--- src/design/ms_pkg.sv ---
package ms_pkg;

    localparam int MS_DATA_W    = 32;
    localparam int MS_MAX_ELEMS = 64;

    typedef struct packed {
        logic signed [MS_DATA_W-1:0] value;
        logic                        is_last;
    } ms_in_t;

    typedef struct packed {
        logic signed [MS_DATA_W-1:0] sorted_value;
        logic                        end_of_list;
    } ms_out_t;

    typedef enum logic [2:0] {
        ST_COLLECT,
        ST_INIT,
        ST_PASS,
        ST_MERGE,
        ST_EMIT
    } ms_state_t;

    typedef struct packed {
        logic store;
        logic sort_init;
        logic run_init;
        logic merge_step;
        logic emit_init;
        logic emit_step;
    } ms_cmd_t;

    typedef struct packed {
        logic pass_end;
        logic sort_done;
        logic emit_last;
    } ms_stat_t;

endpackage

--- src/design/ms_ctrl.sv ---
module ms_ctrl
    import ms_pkg::*;
(
    input  logic     clk,
    input  logic     rst_n,
    input  logic     start,
    input  logic     is_last,
    input  ms_stat_t stat,
    output ms_cmd_t  cmd,
    output logic     busy
);

    ms_state_t state_reg;
    ms_state_t state_next;

    always_ff @(posedge clk or negedge rst_n)
    begin
        if (!rst_n)
        begin
            state_reg <= ST_COLLECT;
        end
        else
        begin
            state_reg <= state_next;
        end
    end

    always_comb
    begin
        state_next = state_reg;
        case (state_reg)
            ST_COLLECT:
            begin
                if (start && is_last)
                begin
                    state_next = ST_INIT;
                end
            end
            ST_INIT:
            begin
                state_next = ST_PASS;
            end
            ST_PASS:
            begin
                state_next = stat.sort_done ? ST_EMIT : ST_MERGE;
            end
            ST_MERGE:
            begin
                if (stat.pass_end)
                begin
                    state_next = ST_PASS;
                end
            end
            ST_EMIT:
            begin
                if (stat.emit_last)
                begin
                    state_next = ST_COLLECT;
                end
            end
            default:
            begin
                state_next = ST_COLLECT;
            end
        endcase
    end

    always_comb
    begin
        cmd  = '0;
        busy = 1'b1;
        case (state_reg)
            ST_COLLECT:
            begin
                busy      = 1'b0;
                cmd.store = start;
            end
            ST_INIT:
            begin
                cmd.sort_init = 1'b1;
            end
            ST_PASS:
            begin
                cmd.emit_init = stat.sort_done;
                cmd.run_init  = !stat.sort_done;
            end
            ST_MERGE:
            begin
                cmd.merge_step = 1'b1;
            end
            ST_EMIT:
            begin
                cmd.emit_step = 1'b1;
            end
            default:
            begin
                busy = 1'b1;
            end
        endcase
    end

endmodule

--- config.mk ---
export PLATFORM = sky130hd
export DESIGN_NAME = ms_ctrl
export DESIGN_NICKNAME = d
export VERILOG_FILES = /design/src/design/ms_pkg.sv /design/src/design/ms_ctrl.sv
export SDC_FILE = /design/constraint.sdc
export NUM_CORES = 1
export LEC_CHECK = 0
export ABC_AREA = 1
export BUFFER_PORTS_ARGS = -buffer_cell sky130_fd_sc_hd__buf_4
export CAP_MARGIN = 30
export CELL_PAD_IN_SITES_DETAIL_PLACEMENT = 2
export CELL_PAD_IN_SITES_GLOBAL_PLACEMENT = 2
export CORE_AREA = 2 2 39 41
export CTS_CLUSTER_SIZE = 10
export DETAILED_ROUTE_END_ITERATION = 8
export DIE_AREA = 0 0 41 43
export GPL_ROUTABILITY_DRIVEN = 0
export PLACE_DENSITY_LB_ADDON = 0.1
export SYNTH_ARGS = -nofsm -noshare
export SYNTH_HDL_FRONTEND = slang
export SYNTH_SLANG_ARGS = --single-unit
--- constraint.sdc ---
create_clock -name clk -period 1.4 [get_ports clk]
set_input_delay 0.07 -clock clk [delete_from_list [all_inputs] [get_ports clk]]
set_output_delay 0.07 -clock clk [all_outputs]
set_load 0.01 [all_outputs]
# Yosys cells after proc, flatten, opt, wreduce, memory -nomap -nowiden
# Index checks and enable logic that the tools add are counted.
# totals
register_bits,3
# classes
n_eq_ne,7
muxes,12
reduce_logical,4
# ops
operator,n
$pmux W3 S5,1
$mux W3,4
$mux W1,7
$eq A3 B2 Y1 const B,2
$ne A2 B2 Y1 const B,3
$eq A3 B1 Y1 const B,1
$eq A3 B3 Y1 const B,1
$logic_not A3 Y1,1
$reduce_and A3 Y1,1
$logic_and A1 B1 Y1,1
$logic_not A1 Y1,1

# Depth between registers and ports, before layout
# Gate-level depths: netlist (run 1).
# depth
depth_word,3
depth_mapped,5

# Least setup slack after synthesis (run 1)
# Ideal clock, no wire load.
# synth_path
kind,reg-to-reg
from,register state_reg[2]
to,register state_reg[0]
arrival_ns,0.886
setup_slack_ns,0.387
path_stages_with_launch,6
path_buffers,0
period_less_slack_ns,1.013
cell_sequence,dfrtp_1 > inv_2 > nor3_2 > nand2_1 > nand2_1 > a21oi_1
# synth_between
elab_chain_len,3
word_cells_on_any_way,10
classes_between,eq/ne: 7; mux: 1; reduce/logical: 2
# synth_lines
element,line_no,text
from (decl),ms_ctrl.sv:13,ms_state_t state_reg;
from (signal assigned),ms_ctrl.sv:24,state_reg <= state_next;
"$eq A3 B2 Y1, or another cell as far along",ms_ctrl.sv:31,case (state_reg)
$ne A2 B2 Y1 (no source line),--,
$reduce_and A3 Y1 (no source line),--,
# Several ways; a longest one is shown, not always the timed one.
# A chain may end at the register's enable or synchronous reset.

==> results of run 1 <==
==> routing by layer <==
| metal | part of all wire, % | track usage [%] | vias to the layer above | wire length, um |
|---|---|---|---|---|
| met5 | 0 | 0 | - | 0 |
| met4 | 3.7 | 10.0 | 0 | 21 |
| met3 | 7.4 | 6.28 | 2 | 42 |
| met2 | 49 | 14.4 | 10 | 279 |
| met1 | 39 | 9.39 | 119 | 220 |
| li1 | - | - | 125 | - |
==> through the flow <==
stage                     hold WS [ps]  setup slack, ps  power (uW)  area [um2]
after floorplan                   -226              387         409         205
after global placement            -138              333         588         323
after detailed placement          -138              277         587         323
after CTS                         84.4             10.8         753         359
after global routing              91.6             5.33         820         364
final                             84.4              132         742         364
==> final cells by class <==
cell class	count	area, um2	share of cell area, %
clock buffers	4	26.3	7.22
multi-input cells	17	101	27.8
inverters	9	33.8	9.28
well taps	16	20.0	5.50
repair buffers	14	108	29.6
flip-flops and latches	3	75.1	20.6
==> what timing repair did <==
action / in CTS / in global routing
endpoints found under the hold margin: 3 / 0
gates resized for setup: 0 / 1
hold buffers: 1 / 0
setup endpoints to repair: 0 / 1
==> how the worst max path moves through the flow <==
| stage | from | endpoint | slack (ps) | depth (start not counted) |
|---|---|---|---|---|
| 2_1_floorplan | state_reg[2] | state_reg[0] | 390 | 5 |
| 3_3_place_gp | state_reg[2] | state_reg[0] | 330 | 5 |
| 3_5_place_dp | state_reg[1] | cmd[5] | 280 | 4 |
| 4_1_cts | state_reg[1] | cmd[5] | 10 | 4 |
| 5_1_grt | state_reg[1] | cmd[5] | 5 | 4 |
| 6_report | state_reg[1] | cmd[5] | 130 | 4 |
==> synthesized netlist by cell type <==
| cell | n | area share, % |
|---|---|---|
| inv_1 | 5 | 9.1 |
| nand2_1 | 5 | 9.1 |
| inv_2 | 4 | 7.3 |
| dfrtp_1 | 3 | 37 |
| nor2_1 | 2 | 3.7 |
| nor3_1 | 2 | 4.9 |
| a21oi_1 | 1 | 2.4 |
| nand3_1 | 1 | 2.4 |
| nand4_1 | 1 | 3.1 |
| nor3_2 | 1 | 4.9 |
| nor3_4 | 1 | 7.9 |
| o211ai_1 | 1 | 3.7 |
| o21ai_0 | 1 | 2.4 |
| o21ai_1 | 1 | 2.4 |
==> report_power, final <==
part	internal (uW)	leakage (uW)	switching, uW	total (uW)
registers	127	0.0000381	68.1	195
logic	185	0.000145	207	392
clock network	107	0.0000150	48.6	156
total	419	0.000198	324	742
==> kinds of logic (layout without fill, tap and decap cells) <==
family	count (synthesis)	in the layout	synth area share (%)
buf+inv	9	27	16.5
compound gates	4	4	11.0
flops	3	3	36.6
simple gates	13	13	36.0
==> critical path, cell delays in order (launching register included) <==
cell and delay [ps]:
dfrtp_1 450, nor3_2 240, inv_2 60, nor2_1 90, buf_4 130
==> impl_metrics.csv, run 1 <==
group,metric,value,unit
outcome,status,"finished, final reports clean",
place,dpl.cell_count,58,
layout,final_cells,63,
drt,via_per_inst,4.06,
grt,grt_pass1_vias,293,
cts,clk_pin_slew,40,ps
layout,final_common_cell,"buf_4",
worst_hold_path,hp-class,"primary input to register",
setup_path,path_max_fanout,6,
worst_hold_path,min_from,"stat[2]",
sta,layout_min_cycle_time,1270,ps
layout,fill_cells,179,
place,dp_hpwl,501,um
drt,ant_nets,0,
power_and_ir_drop,power_density,2040,mW/mm2
die,die_w,41,um
sta,finalCritPeriodShare,90.6,%
synthesis,synth.ff_latch_count,3,
sta,finClkSkew,0.175,ps
drt,drc,0,
layout,syn2layout_area_growth,77.4,%
die,die_h,43,um
cts,numCtsBuffers,3,
power_and_ir_drop,peakVddDrop,0.000737,V
layout,largest_reg_flops,3,
setup_path,startpoint_type,"register",
drt,drtIter0Drc,1,
die,ioPinCount,14,
die,start_util,14.8,%
layout,final_nets,55,
grt,grt_pass1_wl,1120,um
grt,overflow,0,
setup_path,crit_required,1330,ps
die,dieArea,0.00176,mm2
sta,slew_viol_final,0,
power_and_ir_drop,p_leak,0.000198,uW
drt,wirelength,564,um
synthesis,synth_warnings,0,
grt,antenna_found_initial,0,
synthesis,syn-num-nets,36,
synthesis,netlist_instances,29,
cts,cts_setup_buffers,0,
synthesis,yosysSeqAreaShare,36.6,%
synthesis,synth.distinct_cells,14,
sta,worst_pin_slew,243,ps
layout,n_antenna_cell,0,
synthesis,avgSynthCellArea,7.08,um2
synthesis,synth_area,205,um2
setup_path,rr_worst_depth,5,
die,placeableCoreArea,0.00138,mm2
setup_path,r2r_end,"state_reg[0]",
drt,first_pass_iters,2,
cts,cts-htree-levels,1,
drt,via_count,256,
worst_hold_path,min_delay_path_depth,4,
cts,tritoncts,"yes",
sta,setup_viol,0,
setup_path,crit_type,"register to primary output",
cts,clock_path_buffers,2,
worst_hold_path,whs_endpoint,"state_reg[0]",
setup_path,worstPathArrival,1200,ps
drt,routedWlPerCell,8.95,um
sta,setup_tns,0,ps
setup_path,end_kind,"primary output",
place,io_buffers,13,
die,rows,14,
job,maxCapViolCount,0,
layout,fin_util,26.3,%
sta,relSlewSlack,83.8,%
cts,clkLatencyLatePin,240,ps
sta,finalHoldViolCount,0,
grt,grt.total_usage,10.3,%
sta,fmax,788,MHz
setup_path,r2r-start,"state_reg[2]",
layout,drive_above_1_share,48.9,%
layout,final_cell_mix,"buf_4, inv_1, nand2_1, inv_2",
grt,grt_max_degree,7,
sta,rsz0062_at_grt,"no",
cts,root_buffer,"clkbuf_4",
setup_path,rrSetupSlack,370,ps
cts,numClockSinks,3,
Note: power is estimated with default switching activity, not from simulation.
==> run 2, diff against run 1 <==
--- a/config.mk
+++ b/config.mk
@@ -16,6 +16,7 @@
 export DIE_AREA = 0 0 41 43
 export GPL_ROUTABILITY_DRIVEN = 0
 export PLACE_DENSITY_LB_ADDON = 0.1
+export RECOVER_POWER = 25
 export SYNTH_ARGS = -nofsm -noshare
 export SYNTH_HDL_FRONTEND = slang
 export SYNTH_SLANG_ARGS = --single-unit
==> impl_metrics.csv, run 2 (synthesis results as in run 1) <==
group,metric,value,unit
outcome,status,"finished, final reports clean",
layout,syn2layout_area_growth,75.6,%
setup_path,critical_path.slowest_cell,"dfrtp_1",
setup_path,crit_family,"flip-flops",
grt,met1_usage,9.39,%
drt,drtIter0Drc,1,
sta,relSlewSlack,83.8,%
die,die_h,43,um
sta,worst_pin_slew,243,ps
layout,final_cell_mix,"buf_4, inv_1, nand2_1, inv_2",
power_and_ir_drop,p_leak,0.000195,uW
setup_path,path_cells,"nor3_2 > inv_2 > nor2_1 > buf_4",
grt,grt.total_usage,10.3,%
setup_path,path_max_fanout,6,
layout,n_antenna_cell,0,
grt,antenna_found_initial,0,
cts,clk_pin_slew,40,ps
cts,numClockSinks,3,
layout,final_common_cell,"buf_4",
cts,clkLatencyLatePin,240,ps
sta,setup_viol,0,
grt,grtUsageMet2,14.4,%
die,start_util,14.8,%
sta,finClkSkew,0.174,ps
cts,cts_setup_buffers,0,
grt,met3_usage,6.28,%
place,placed_cell_area,323,um2
place,io_buffers,13,
cts,clock_path_buffers,2,
sta,setup_tns,0,ps
sta,fmax,788,MHz
power_and_ir_drop,peakVddDrop,0.000737,V
layout,fin_util,26.0,%
setup_path,end_kind,"primary output",
die,die_w,41,um
sta,finalCritPeriodShare,90.6,%
setup_path,path_buf_inv,2,
sta,finalHoldViolCount,0,
layout,drive_above_1_share,46.8,%
drt,ant_nets,0,
grt,grt_max_degree,7,
drt,via_count,256,
setup_path,crit_type,"register to primary output",
place,dp_hpwl,501,um
drt,first_pass_iters,2,
cts,root_buffer,"clkbuf_4",
cts,cts-htree-levels,1,
worst_hold_path,hp-class,"primary input to register",
layout,largest_reg_flops,3,
die,ioPinCount,14,
die,rows,14,
grt,overflow,0,
drt,via_per_inst,4.06,
grt,busiest_layer,"met2",
setup_path,crit_required,1330,ps
power_and_ir_drop,power_density,2060,mW/mm2
grt,grt_pass1_wl,1120,um
cts,numCtsBuffers,3,
drt,routedWlPerCell,8.92,um
cts,tritoncts,"yes",
drt,drc,0,
die,dieArea,0.00176,mm2
die,placeableCoreArea,0.00138,mm2
setup_path,worstPathArrival,1200,ps
layout,fill_cells,181,
place,place_ws,277,ps
drt,wirelength,562,um
setup_path,slowest_delay,450,ps
layout,final_area,360,um2
layout,final_nets,55,
sta,final.setup.worst_slack,132,ps
setup_path,startpoint_type,"register",
job,maxCapViolCount,0,
sta,rsz0062_at_grt,"no",
sta,slew_viol_final,0,
grt,grt_pass1_vias,293,
sta,layout_min_cycle_time,1270,ps
==> run 2: cell count changes in the layout (fill, tap and decap cells not counted) <==
cell and change:
clkbuf_1 +1, buf_4 -1
==> run 2: repair_timing <==
item                                    CTS  global route
hold buffers                              1             0
gates resized for setup                   0             1
endpoints found under the setup margin    0             1
endpoints found under the hold margin     3             0
==> run 2: layer usage <==
layer	vias to the layer above	wire, um
met5	-	0
met4	0	21
met3	2	42
met2	10	279
met1	119	218
li1	125	-
==> run 2: power breakdown <==
group          internal (uW)  switching (uW)
clock network            107            48.6
logic                    184             207
registers                127            68.1
total                    417             324
==> run 2: worst min-delay path, delay by kind of cell <==
kind	cells	cell delay (ps)
and+or+nand+nor	1	50
buffers and inverters	2	100
AOI/OAI and AO/OA	1	60
==> run 2: area by class of cell <==
cell class / count / area (um2) / share of cell area [%]
Clock buffer: 4 / 26.3 / 7.29
Multi-Input combinational cell: 17 / 101 / 28.1
Inverter: 9 / 33.8 / 9.37
Tap cell: 16 / 20.0 / 5.56
Sequential cell: 3 / 75.1 / 20.8
Timing Repair Buffer: 14 / 104 / 28.8
==> run 2: through the flow <==
step                std cells  hold slack (ps)  total power (uW)
CTS                        63             84.4               753
detailed placement         58             -138               587
floorplan                  29             -226               409
global placement           58             -138               588
global route               63             91.6               818
finish                     63             84.4               741
==> run 2: path summary, 6_finish.rpt <==
kind                                endpoint  slack [ps]    startpoint  depth (start not counted)
worst max-delay path                  cmd[5]         130  state_reg[1]                          4
worst min-delay path            state_reg[0]          80       stat[2]                          4
worst max register to register  state_reg[0]         370  state_reg[2]                          5
worst min register to register  state_reg[1]         630  state_reg[2]                          1
max in group asynchronous       state_reg[0]        1090         rst_n                          2
min in group asynchronous       state_reg[1]         160         rst_n                          2
==> run 3, diff against run 2 <==
--- a/config.mk
+++ b/config.mk
@@ -5,7 +5,6 @@
 export SDC_FILE = /design/constraint.sdc
 export NUM_CORES = 1
 export LEC_CHECK = 0
-export ABC_AREA = 1
 export BUFFER_PORTS_ARGS = -buffer_cell sky130_fd_sc_hd__buf_4
 export CAP_MARGIN = 30
 export CELL_PAD_IN_SITES_DETAIL_PLACEMENT = 2
@@ -15,7 +14,7 @@
 export DETAILED_ROUTE_END_ITERATION = 8
 export DIE_AREA = 0 0 41 43
 export GPL_ROUTABILITY_DRIVEN = 0
-export PLACE_DENSITY_LB_ADDON = 0.1
+export PLACE_DENSITY_LB_ADDON = 0.08
 export RECOVER_POWER = 25
 export SYNTH_ARGS = -nofsm -noshare
 export SYNTH_HDL_FRONTEND = slang
==> impl_metrics.csv, run 3 <==
group,metric,value,unit
outcome,status,"finished, final reports clean",
drt,routedWlPerCell,11.9,um
layout,syn2layout_area_growth,68.3,%
job,maxCapViolCount,0,
drt,first_pass_iters,2,
layout,largest_reg_flops,3,
setup_path,path_cells,"or3_4 > nor2_2 > buf_4",
sta,rsz0062_at_grt,"no",
sta,setup_tns,0,ps
synthesis,synth_top_area_cell,"dfrtp_1",
cts,numCtsBuffers,3,
power_and_ir_drop,switchingPower,302,uW
worst_hold_path,hp-class,"primary input to register",
setup_path,path_max_fanout,5,
synthesis,synth_top_area_share,32.8,%
cts,clock_path_buffers,2,
sta,final.setup.worst_slack,71.0,ps
sta,worst_pin_slew,175,ps
synthesis,async_flop_share,100,%
drt,via_count,257,
die,die_h,43,um
setup_path,worstPathArrival,1260,ps
power_and_ir_drop,power_density,2130,mW/mm2
setup_path,critical_path.slowest_cell,"dfrtp_2",
sta,finClkSkew,2.58,ps
synthesis,synth_flop_cell,"dfrtp_1",
die,rows,14,
drt,via_per_inst,4.28,
grt,grt_pass1_wl,1150,um
cts,clkLatencyLatePin,230,ps
place,placed_cell_area,317,um2
synthesis,synth_edf_count,0,
cts,root_buffer,"clkbuf_4",
synthesis,yosysSeqAreaShare,32.8,%
die,dieArea,0.00176,mm2
drt,ant_nets,0,
sta,setup_viol,0,
die,die_w,41,um
grt,antenna_found_initial,0,
layout,final_cell_mix,"buf_4, nor3_1, clkbuf_4, dfrtp_2",
die,placeableCoreArea,0.00138,mm2
drt,drc,0,
layout,drive_above_1_share,54.5,%
sta,finalHoldViolCount,0,
place,place_ws,201,ps
setup_path,crit_type,"register to primary output",
power_and_ir_drop,seqPwrFrac,24.5,%
layout,fin_util,27.8,%
setup_path,crit_required,1330,ps
sta,relSlewSlack,88.2,%
power_and_ir_drop,clock_power_share,18.1,%
layout,n_antenna_cell,0,
synthesis,synthTopCellsByCount,"dfrtp_1, nor3_1",
synthesis,synth_area,229,um2
sta,slew_viol_final,0,
synthesis,avgSynthCellArea,9.16,um2
cts,cts-htree-levels,1,
layout,final_area,385,um2
cts,tritoncts,"yes",
power_and_ir_drop,p_leak,0.000175,uW
power_and_ir_drop,peakVddDrop,0.000445,V
die,ioPinCount,14,
grt,grt.total_usage,9.96,%
power_and_ir_drop,switching_share,36.8,%
layout,final_nets,52,
synthesis,syn-num-nets,32,
die,start_util,16.5,%
place,dp_hpwl,492,um
place,dpl.cell_count,51,
sta,fmax,752,MHz
synthesis,ys_top_cells_by_area,"dfrtp_1, buf_6, or3b_1",
drt,drtIter0Drc,2,
setup_path,end_kind,"primary output",
cts,numClockSinks,3,
grt,overflow,0,
synthesis,synth.distinct_cells,15,
cts,clk_pin_slew,40,ps
sta,layout_min_cycle_time,1330,ps
synthesis,synth_warnings,0,
place,io_buffers,13,
synthesis,synth.ff_latch_count,3,
layout,final_cells,60,
drt,wirelength,713,um
power_and_ir_drop,p_int,518,uW
grt,grt_max_degree,11,
setup_path,slowest_delay,420,ps
sta,finalCritPeriodShare,94.9,%
grt,grt_pass1_vias,301,
power_and_ir_drop,combPwrFrac,57.4,%
layout,final_common_cell,"buf_4",
setup_path,startpoint_type,"register",
synthesis,netlist_instances,25,
## run 3: cell count changes in the layout (fill, tap and decap cells not counted), sizes merged, moves of 2 or more
cell    change
nor3b       +2
nand3b      +2
nand2       -4
inv         -7
buf         +4
or3b        +2
o21ai       -2
## run 3: area by class of cell
type	count	area, um2
clock buffers	4	26.3
fillers	166	998
inverters	2	7.51
multi-input cells	17	119
flip-flops and latches	3	78.8
well taps	16	20.0
repair buffers	18	134
## run 3: logic make-up after synthesis
logic type             count (synthesis)  share of synthesized area, %
flip-flops                             3                          32.8
buffers and inverters                  5                          16.4
AO/OA/AOI/OAI                          3                          7.11
AND/OR/NAND/NOR                       14                          43.7
## run 3: critical path, delay by kind of cell, from the launching register on
| kind | cells | cell delay [ps] |
|---|---|---|
| flops | 1 | 420 |
| buf+inv | 1 | 120 |
| simple gates | 2 | 490 |
## run 3: metrics by stage
stage	hold WS, ps	total power (uW)
finish	98.6	820
global route	101	902
CTS	101	828
detailed placement	-138	584
global placement	-141	572
floorplan	-226	465
## run 3: worst paths after layout
path,from,to,slack [ps],cells after the start
worst max-delay path,state_reg[0],cmd[5],70,3
worst min-delay path,stat[0],state_reg[2],100,3
worst max register to register,state_reg[0],state_reg[0],230,3
worst min register to register,state_reg[2],state_reg[0],540,1
max in group asynchronous,rst_n,state_reg[1],1050,2
min in group asynchronous,rst_n,state_reg[0],180,2
## run 3: metal layers
metal	share of wire, %	GRT usage, %	routed length, um	up-vias
met5	0	0	0	-
met4	0	6.00	0	0
met3	5.0	3.66	36	0
met2	51	15.6	367	13
met1	43	10.7	309	121
li1	-	-	-	123
## run 3: power groups by stage
stage	Sequential, uW	Combinational, uW	Clock, uW
after floorplan	141	324	0
after global placement	224	348	0
after detailed placement	226	359	0
after CTS	199	476	153
after global routing	214	525	164
final	201	471	148
## run 3: what timing repair did
item | 4_1_cts | 5_1_grt
gates cloned | 0 | 0
hold buffers | 1 | 0
gates resized for setup | 2 | 2
setup buffers | 4 | 0
hold endpoints to repair | 3 | 0
setup endpoints to repair | 1 | 1
pin swaps | 0 | 0
